$ cat config.mk
export PLATFORM = sky130hd
export DESIGN_NAME = sha1_message_digest_top
export DESIGN_NICKNAME = d
export VERILOG_FILES = /design/src/design/sha1_md_pkg.sv /design/src/design/sha1_message_digest_top.sv /design/src/design/sha1_md_core.sv /design/src/design/sha1_md_ctrl.sv
export SDC_FILE = /design/constraint.sdc
export NUM_CORES = 2
export LEC_CHECK = 0
export BUFFER_PORTS_ARGS = -buffer_cell sky130_fd_sc_hd__buf_2
export CAP_MARGIN = 20
export CORE_ASPECT_RATIO = 2
export CORE_MARGIN = 2
export CORE_UTILIZATION = 50
export DETAILED_ROUTE_END_ITERATION = 12
export PLACE_DENSITY = 0.71
export RECOVER_POWER = 50
export SLEW_MARGIN = 30
export SYNTH_ARGS = -nofsm -noshare
export SYNTH_HDL_FRONTEND = slang
export SYNTH_SLANG_ARGS = --single-unit
$ cat constraint.sdc
create_clock -name aclk -period 25.7 [get_ports aclk]
set_input_delay 5.14 -clock aclk [delete_from_list [all_inputs] [get_ports aclk]]
set_output_delay 5.14 -clock aclk [all_outputs]
set_load 0.05 [all_outputs]
$ cat src/design/sha1_md_pkg.sv
// ----------------------------------------------------------------------------
// SHA-1 message digest package
// Item types, block and hash array types, round constants and initial hash.
// ----------------------------------------------------------------------------
package sha1_md_pkg;

    typedef struct packed {
        logic [31:0] data_word;
        logic [2:0]  valid_bytes;
        logic        last_item;
    } in_item_t;

    typedef struct packed {
        logic [31:0] digest_word;
        logic [2:0]  word_index;
        logic        last_word;
    } out_item_t;

    typedef logic [15:0][31:0] block_arr_t;
    typedef logic [4:0][31:0]  hash_arr_t;

    typedef struct packed {
        logic start;      // load block and chain value, run 80 rounds
        logic init;       // return chain value to the initial hash
    } core_cmd_t;

    typedef struct packed {
        logic done;       // chain value updated this cycle
    } core_sts_t;

    localparam logic [31:0] K0 = 32'h5A827999;
    localparam logic [31:0] K1 = 32'h6ED9EBA1;
    localparam logic [31:0] K2 = 32'h8F1BBCDC;
    localparam logic [31:0] K3 = 32'hCA62C1D6;

    // Entry 0 is the most significant digest word.
    localparam hash_arr_t HASH_INIT = {32'hC3D2E1F0, 32'h10325476, 32'h98BADCFE,
                                       32'hEFCDAB89, 32'h67452301};

    localparam logic [7:0] PAD_BYTE  = 8'h80;
    localparam logic [6:0] LAST_ROUND = 7'd79;
    localparam logic [5:0] LEN_FILL  = 6'd56;
    localparam logic [5:0] FULL_FILL = 6'd63;
    localparam logic [2:0] LAST_IDX  = 3'd4;

endpackage

$ cat src/design/sha1_message_digest_top.sv
// ----------------------------------------------------------------------------
// SHA-1 message digest engine
// Byte-packing sequencer around an iterative one-round-per-cycle core.
// ----------------------------------------------------------------------------
// Usage:
//   Input channel s_valid/s_ready/s_data carries message words, first byte in
//   bits 31..24, with a count of valid leading bytes and a last-item flag.
//   Output channel m_valid/m_ready/m_data carries the five digest words,
//   index 0 first, with last_word set on index 4.
//   The sequencer writes the valid bytes of each accepted word one byte per
//   cycle into the 16-word block buffer, pausing while a block compresses.
//   Each full block is then loaded into the core, run through 80 rounds in
//   the shared round adder and folded into the chain value.
//   A last item adds padding one byte per cycle, pausing when a block fills;
//   the length write and one or two compressions precede the first digest word.
//   s_ready is low from acceptance until the item is fully processed and
//   while digest words are pending. A stalled receiver holds the current
//   digest word steady; after the fifth word is taken the chain value, bit
//   count and fill return to their initial values.
//   Reset (aresetn low, synchronous) restores the initial hash values and
//   clears bit count and fill; the block buffer keeps its contents.
// ----------------------------------------------------------------------------
module sha1_message_digest_top (
    input  logic                   aclk,
    input  logic                   aresetn,
    input  logic                   s_valid,
    output logic                   s_ready,
    input  sha1_md_pkg::in_item_t  s_data,
    output logic                   m_valid,
    input  logic                   m_ready,
    output sha1_md_pkg::out_item_t m_data
);

    sha1_md_pkg::core_cmd_t  cmd;
    sha1_md_pkg::core_sts_t  sts;
    sha1_md_pkg::hash_arr_t  hash;
    sha1_md_pkg::block_arr_t blk;

    sha1_md_ctrl u_ctrl (
        .aclk    (aclk),
        .aresetn (aresetn),
        .s_valid (s_valid),
        .s_ready (s_ready),
        .s_data  (s_data),
        .m_valid (m_valid),
        .m_ready (m_ready),
        .m_data  (m_data),
        .cmd     (cmd),
        .sts     (sts),
        .hash    (hash),
        .blk     (blk)
    );

    sha1_md_core u_core (
        .aclk    (aclk),
        .aresetn (aresetn),
        .cmd     (cmd),
        .blk     (blk),
        .sts     (sts),
        .hash    (hash)
    );

endmodule

$ cat src/design/sha1_md_core.sv
// ----------------------------------------------------------------------------
// SHA-1 compression core
// One round per cycle through a shared round adder, message schedule in a
// 16-word shift line, chain value update in the cycle after round 79.
// ----------------------------------------------------------------------------
module sha1_md_core (
    input  logic                   aclk,
    input  logic                   aresetn,
    input  sha1_md_pkg::core_cmd_t cmd,
    input  sha1_md_pkg::block_arr_t blk,
    output sha1_md_pkg::core_sts_t sts,
    output sha1_md_pkg::hash_arr_t hash
);

    logic                    busy_reg;
    logic                    fin_reg;
    logic [6:0]              rnd_reg;
    sha1_md_pkg::hash_arr_t  hash_reg;
    logic [31:0]             a_reg, b_reg, c_reg, d_reg, e_reg;
    sha1_md_pkg::block_arr_t sr_reg;

    logic [31:0] sched_mix;
    logic [31:0] x;
    logic [31:0] f;
    logic [31:0] k;
    logic [31:0] tmp;

    always_comb begin
        sched_mix = sr_reg[13] ^ sr_reg[8] ^ sr_reg[2] ^ sr_reg[0];
        x = (rnd_reg < 7'd16) ? sr_reg[0] : {sched_mix[30:0], sched_mix[31]};
        if (rnd_reg < 7'd20) begin
            f = d_reg ^ (b_reg & (c_reg ^ d_reg));
            k = sha1_md_pkg::K0;
        end else if (rnd_reg < 7'd40) begin
            f = b_reg ^ c_reg ^ d_reg;
            k = sha1_md_pkg::K1;
        end else if (rnd_reg < 7'd60) begin
            f = (b_reg & c_reg) | (d_reg & (b_reg ^ c_reg));
            k = sha1_md_pkg::K2;
        end else begin
            f = b_reg ^ c_reg ^ d_reg;
            k = sha1_md_pkg::K3;
        end
        tmp = {a_reg[26:0], a_reg[31:27]} + f + e_reg + k + x;
    end

    always_ff @(posedge aclk) begin
        if (!aresetn) begin
            busy_reg <= 1'b0;
            fin_reg  <= 1'b0;
            rnd_reg  <= 7'd0;
            hash_reg <= sha1_md_pkg::HASH_INIT;
        end else begin
            if (cmd.start) begin
                busy_reg <= 1'b1;
                rnd_reg  <= 7'd0;
            end else if (busy_reg) begin
                rnd_reg <= rnd_reg + 7'd1;
                if (rnd_reg == sha1_md_pkg::LAST_ROUND) begin
                    busy_reg <= 1'b0;
                    fin_reg  <= 1'b1;
                end
            end
            if (fin_reg) begin
                fin_reg     <= 1'b0;
                hash_reg[0] <= hash_reg[0] + a_reg;
                hash_reg[1] <= hash_reg[1] + b_reg;
                hash_reg[2] <= hash_reg[2] + c_reg;
                hash_reg[3] <= hash_reg[3] + d_reg;
                hash_reg[4] <= hash_reg[4] + e_reg;
            end else if (cmd.init) begin
                hash_reg <= sha1_md_pkg::HASH_INIT;
            end
        end
    end

    // Working variables and schedule carry no reset.
    always_ff @(posedge aclk) begin
        if (cmd.start) begin
            a_reg  <= hash_reg[0];
            b_reg  <= hash_reg[1];
            c_reg  <= hash_reg[2];
            d_reg  <= hash_reg[3];
            e_reg  <= hash_reg[4];
            sr_reg <= blk;
        end else if (busy_reg) begin
            a_reg  <= tmp;
            b_reg  <= a_reg;
            c_reg  <= {b_reg[1:0], b_reg[31:2]};
            d_reg  <= c_reg;
            e_reg  <= d_reg;
            sr_reg <= {x, sr_reg[15:1]};
        end
    end

    assign sts.done = fin_reg;
    assign hash     = hash_reg;

endmodule

$ cat src/design/sha1_md_ctrl.sv
// ----------------------------------------------------------------------------
// SHA-1 message digest sequencer
// Packs message bytes into the block buffer one byte per cycle between
// compressions, pads, writes the length, starts the core, presents the digest.
// ----------------------------------------------------------------------------
module sha1_md_ctrl (
    input  logic                    aclk,
    input  logic                    aresetn,
    input  logic                    s_valid,
    output logic                    s_ready,
    input  sha1_md_pkg::in_item_t   s_data,
    output logic                    m_valid,
    input  logic                    m_ready,
    output sha1_md_pkg::out_item_t  m_data,
    output sha1_md_pkg::core_cmd_t  cmd,
    input  sha1_md_pkg::core_sts_t  sts,
    input  sha1_md_pkg::hash_arr_t  hash,
    output sha1_md_pkg::block_arr_t blk
);

    typedef enum logic [6:0] {
        ST_IDLE  = 7'b0000001,
        ST_BYTE  = 7'b0000010,
        ST_PAD   = 7'b0000100,
        ST_ZERO  = 7'b0001000,
        ST_LEN   = 7'b0010000,
        ST_START = 7'b0100000,
        ST_HASH  = 7'b1000000
    } state_t;

    state_t      state_reg, state_next;
    state_t      ret_reg, ret_next;
    logic        out_reg, out_next;
    logic [5:0]  fill_reg, fill_next;
    logic [63:0] len_reg, len_next;
    logic [2:0]  oidx_reg, oidx_next;
    logic [31:0] word_reg, word_next;
    logic [2:0]  cnt_reg, cnt_next;
    logic        last_reg, last_next;

    sha1_md_pkg::block_arr_t blk_reg;

    logic       wr_en;
    logic [7:0] wr_byte;
    logic       len_wr;
    logic [4:0] lane_lsb;

    assign s_ready  = (state_reg == ST_IDLE) && !out_reg;
    assign m_valid  = out_reg;
    assign lane_lsb = {~fill_reg[1:0], 3'b000};

    always_comb begin
        m_data.digest_word = hash[oidx_reg];
        m_data.word_index  = oidx_reg;
        m_data.last_word   = (oidx_reg == sha1_md_pkg::LAST_IDX);
    end

    always_comb begin
        state_next = state_reg;
        ret_next   = ret_reg;
        out_next   = out_reg;
        fill_next  = fill_reg;
        len_next   = len_reg;
        oidx_next  = oidx_reg;
        word_next  = word_reg;
        cnt_next   = cnt_reg;
        last_next  = last_reg;
        wr_en      = 1'b0;
        wr_byte    = 8'h00;
        len_wr     = 1'b0;
        cmd.start  = 1'b0;
        cmd.init   = 1'b0;

        if (out_reg) begin
            // Hold until each digest word is taken.
            if (m_ready) begin
                if (oidx_reg == sha1_md_pkg::LAST_IDX) begin
                    out_next  = 1'b0;
                    cmd.init  = 1'b1;
                    len_next  = 64'd0;
                    fill_next = 6'd0;
                end else begin
                    oidx_next = oidx_reg + 3'd1;
                end
            end
        end else begin
            case (state_reg)
                ST_IDLE: begin
                    if (s_valid) begin
                        word_next  = s_data.data_word;
                        cnt_next   = s_data.valid_bytes[2] ? 3'd4 : s_data.valid_bytes;
                        last_next  = s_data.last_item;
                        state_next = ST_BYTE;
                    end
                end
                ST_BYTE: begin
                    if (cnt_reg == 3'd0) begin
                        state_next = last_reg ? ST_PAD : ST_IDLE;
                    end else begin
                        wr_en     = 1'b1;
                        wr_byte   = word_reg[31:24];
                        word_next = {word_reg[23:0], 8'h00};
                        cnt_next  = cnt_reg - 3'd1;
                        len_next  = len_reg + 64'd8;
                        fill_next = fill_reg + 6'd1;
                        if (fill_reg == sha1_md_pkg::FULL_FILL) begin
                            ret_next   = ST_BYTE;
                            state_next = ST_START;
                        end
                    end
                end
                ST_PAD: begin
                    wr_en     = 1'b1;
                    wr_byte   = sha1_md_pkg::PAD_BYTE;
                    fill_next = fill_reg + 6'd1;
                    if (fill_reg == sha1_md_pkg::FULL_FILL) begin
                        ret_next   = ST_ZERO;
                        state_next = ST_START;
                    end else begin
                        state_next = ST_ZERO;
                    end
                end
                ST_ZERO: begin
                    if (fill_reg == sha1_md_pkg::LEN_FILL) begin
                        state_next = ST_LEN;
                    end else begin
                        wr_en     = 1'b1;
                        fill_next = fill_reg + 6'd1;
                        if (fill_reg == sha1_md_pkg::FULL_FILL) begin
                            ret_next   = ST_ZERO;
                            state_next = ST_START;
                        end
                    end
                end
                ST_LEN: begin
                    len_wr     = 1'b1;
                    fill_next  = 6'd0;
                    ret_next   = ST_IDLE;
                    state_next = ST_START;
                end
                ST_START: begin
                    cmd.start  = 1'b1;
                    state_next = ST_HASH;
                end
                ST_HASH: begin
                    if (sts.done) begin
                        state_next = ret_reg;
                        // Final block of a message: present the digest.
                        if (ret_reg == ST_IDLE) begin
                            out_next  = 1'b1;
                            oidx_next = 3'd0;
                        end
                    end
                end
                default: begin
                    state_next = ST_IDLE;
                end
            endcase
        end
    end

    always_ff @(posedge aclk) begin
        if (!aresetn) begin
            state_reg <= ST_IDLE;
            ret_reg   <= ST_IDLE;
            out_reg   <= 1'b0;
            fill_reg  <= 6'd0;
            len_reg   <= 64'd0;
            oidx_reg  <= 3'd0;
            cnt_reg   <= 3'd0;
            last_reg  <= 1'b0;
        end else begin
            state_reg <= state_next;
            ret_reg   <= ret_next;
            out_reg   <= out_next;
            fill_reg  <= fill_next;
            len_reg   <= len_next;
            oidx_reg  <= oidx_next;
            cnt_reg   <= cnt_next;
            last_reg  <= last_next;
        end
    end

    always_ff @(posedge aclk) begin
        word_reg <= word_next;
        if (wr_en) begin
            blk_reg[fill_reg[5:2]][lane_lsb +: 8] <= wr_byte;
        end
        if (len_wr) begin
            blk_reg[14] <= len_reg[63:32];
            blk_reg[15] <= len_reg[31:0];
        end
    end

    assign blk = blk_reg;

endmodule

==> flow_summary.json <==
{
  "status": "finished with violations",
  "violations": "capacitance limit, slew limit",
  "gp_congestion": 0.981,
  "synth_area_um2": 71100,
  "clock_latency_ps": 760,
  "hp-class": "register to register",
  "post_cts_buffers": 0,
  "max_stage_delay_ps": 3300,
  "die_area_um2": 145000,
  "synth_cell_types": 107,
  "dpl.cell_count": 8396,
  "ys_dominant_reg_cell": "edfxtp_1",
  "cts_max_path_buffers": 3,
  "p_leak_nw": 29.0,
  "synth_edf_count": 1216,
  "overflow": 0,
  "worst-path-buf-inv": 9,
  "crit_path_start": "u_ctrl.state_reg[6]",
  "hold_path.startpoint": "u_ctrl.blk[7]",
  "powerDensity_nw_per_um2": 59.6,
  "die_h_um": 537,
  "max-cap-violations": 10,
  "synth-seq-area-share": 0.585,
  "crit_required_ps": 26060,
  "numClockSinks": 1470,
  "grt_setup_unrepaired": "false",
  "drive_gt1_frac": 0.0668,
  "stdcell_area_um2": 77500,
  "final_cell_count_no_fill": 8629,
  "path_class": "register to register",
  "grt_max_degree": 193,
  "cts.clk_slew.worst_paths_ps": 70,
  "syn_to_final_growth_pct": 8.97,
  "finalWirelength_um": 197000,
  "rows": 195,
  "peakVddDrop_v": 0.0000597,
  "max_slew.worst_pin.slew_ps": 8500,
  "clock.fmax_mhz": 68.4,
  "cp_slowest_cell": "clkbuf_1",
  "io_pins": 78,
  "startpoint_type": "register",
  "die_width_um": 271,
  "post_synth.cell_area_avg_um2": 10.7,
  "cts_tree": "done",
  "power_mw": 4.62,
  "grt_use_total": 0.269,
  "portBuffers": 77,
  "finalSetupViolCount": 0,
  "finClkSkew_ps": 37.2,
  "crit_path_cell_trace": "or3_1 -> nor4_1 -> nand3b_1 -> clkbuf_1 -> nand2b_1 -> clkbuf_1 -> clkbuf_1 -> buf_16 -> buf_4 -> buf_6 -> buf_4 -> buf_12 -> buf_6",
  "synth_seq_cells": 1470,
  "finalCritPeriodShare": 0.569,
  "cp_max_fo": 101,
  "grt_pass1_vias": 50012,
  "syn-num-nets": 7017,
  "crit_top_cell": "clkbuf_1",
  "wl_per_cell_um": 22.8,
  "core_region_area_um2": 141000,
  "grt_pass1_wl_um": 296000,
  "pre_cts_ws_ps": 17890,
  "ys_async_sr_fraction": 0,
  "hold_violations": 0,
  "cp-end-kind": "register",
  "slew_headroom": -4.66,
  "yosys_warnings": 0,
  "cts-htree-levels": 3,
  "drtAntennaViolNets": 0,
  "slew_viol_final": 735,
  "nets": 7016,
  "postCtsResizedCells": 0,
  "initial_core_util": 0.503,
  "cts_buffers": 120,
  "period_minus_slack_ps": 14630,
  "drc": 0,
  "antenna_found_initial": 4,
  "fin_setup_tns_ps": 0,
  "post_dp_cell_area_um2": 73600,
  "hpwl_um": 138000,
  "postCtsHoldBufs": 0,
  "vias": 49295,
  "cpLargestDelayFamily": "buffers and inverters",
  "synthCells": 6650,
  "drt_iter0_drc": 4211,
  "clk_root_buffer_cell": "clkbuf_16",
  "setup_slack_ps": 11070,
  "viasPerCell": 5.71,
  "r2r-start": "u_ctrl.state_reg[6]",
  "arrival_ps": 14990,
  "first_pass_iters": 6
}
-- power by group --
part | leakage (nW) | internal [mW] | total [mW] | switching (mW)
combinational | 14.9 | 0.0305 | 0.0885 | 0.0580
clock | 1.99 | 1.05 | 1.94 | 0.893
sequential | 12.1 | 2.57 | 2.59 | 0.0230
total | 29.0 | 3.65 | 4.62 | 0.974
-- layer usage --
metal | up-vias | wire length (µm) | track usage
li1 | 22798 | - | -
met1 | 24090 | 65400 | 0.270
met2 | 1717 | 104000 | 0.501
met3 | 690 | 9050 | 0.0320
met4 | 0 | 18000 | 0.211
met5 | - | 0 | 0
-- cells by family (layout without fill, tap and decap cells) --
logic type | count (synthesis) | in the layout | synth area share
xor gates and xnor gates | 320 | 320 | 0.0394
adders and majority gates | 327 | 327 | 0.0706
DFF | 1470 | 1470 | 0.585
other | 0 | 2 | 0
and+or+nand+nor | 2984 | 2984 | 0.173
AOI/OAI and AO/OA | 933 | 933 | 0.0854
buffers and inverters | 525 | 631 | 0.0282
muxes | 91 | 91 | 0.0189
-- area by class of cell --
type                    instances  area, µm²
multi-input cells            4655      27600
diodes                          2       5.00
clock inverters                70        815
flip-flops and latches       1470      41600
inverters                     246        923
well taps                    1871       2340
fillers                     11899      63800
clock buffers                 159       3280
repair buffers                156        968
-- metrics by stage --
stage	utilization	hold slack (ps)
finish	0.549	492
global route	0.549	515
CTS	0.550	492
detailed placement	0.521	487
global placement	0.520	475
floorplan	-	438
-- final timing paths --
path,end,slack (ps),cells after the start
worst max-delay path,u_core.sr_reg[53],11070,13
worst min-delay path,u_core.sr_reg[7],490,2
worst max register to register,u_core.sr_reg[53],11070,13
worst min register to register,u_core.sr_reg[7],490,2
-- synth_stat cells (all sizes together) (10+ instances only) --
cell / count / area (µm²)
nand2b: 43 / 269
a21oi: 257 / 1300
o21bai: 24 / 180
a22o: 46 / 403
o22ai: 15 / 93.8
nand3b: 10 / 75.1
ha: 203 / 2540
buf: 25 / 114
fa: 124 / 2480
a22oi: 18 / 135
dfxtp: 254 / 5080
edfxtp: 1216 / 36500
xor2: 130 / 1140
nor2b: 66 / 415
nor3: 33 / 191
nand2: 2216 / 8320
clkbuf: 252 / 950
o221a: 20 / 225
mux2: 25 / 282
a21o: 83 / 624
inv: 245 / 920
and2: 70 / 438
o21ai: 265 / 1330
o21a: 31 / 235
mux4: 32 / 721
o211ai: 20 / 155
a21boi: 12 / 90.1
nor2: 351 / 1340
nor4: 12 / 118
a31oi: 13 / 81.3
mux2i: 34 / 340
o221ai: 18 / 164
a211oi: 17 / 128
or3: 19 / 119
and3: 36 / 226
nand4: 26 / 163
xnor2: 190 / 1660
o31ai: 27 / 208
nand3: 74 / 370
-- placed cells by master (no fill, tap or decap), types with 40 or more instances in the layout --
master,synthesis,routed
a21o_1,82,82
a21oi_1,253,253
a22o_1,46,46
and2_1,70,41
buf_2,13,76
buf_4,1,40
clkbuf_1,251,59
clkbuf_16,0,122
dfxtp_1,254,251
edfxtp_1,1216,1216
fa_1,124,124
ha_1,203,203
inv_1,245,245
nand2_1,2214,2211
nand2b_1,43,43
nand3_1,74,73
nor2_1,345,339
nor2b_1,65,65
o21ai_0,235,230
xnor2_1,190,190
xor2_1,130,130
-- worst min-delay path, delay by kind of cell, from the launching register on --
kind,cells,cell delay (ps)
DFF,1,320
and+or+nand+nor,2,100
Note: power is estimated with default switching activity, not from simulation.
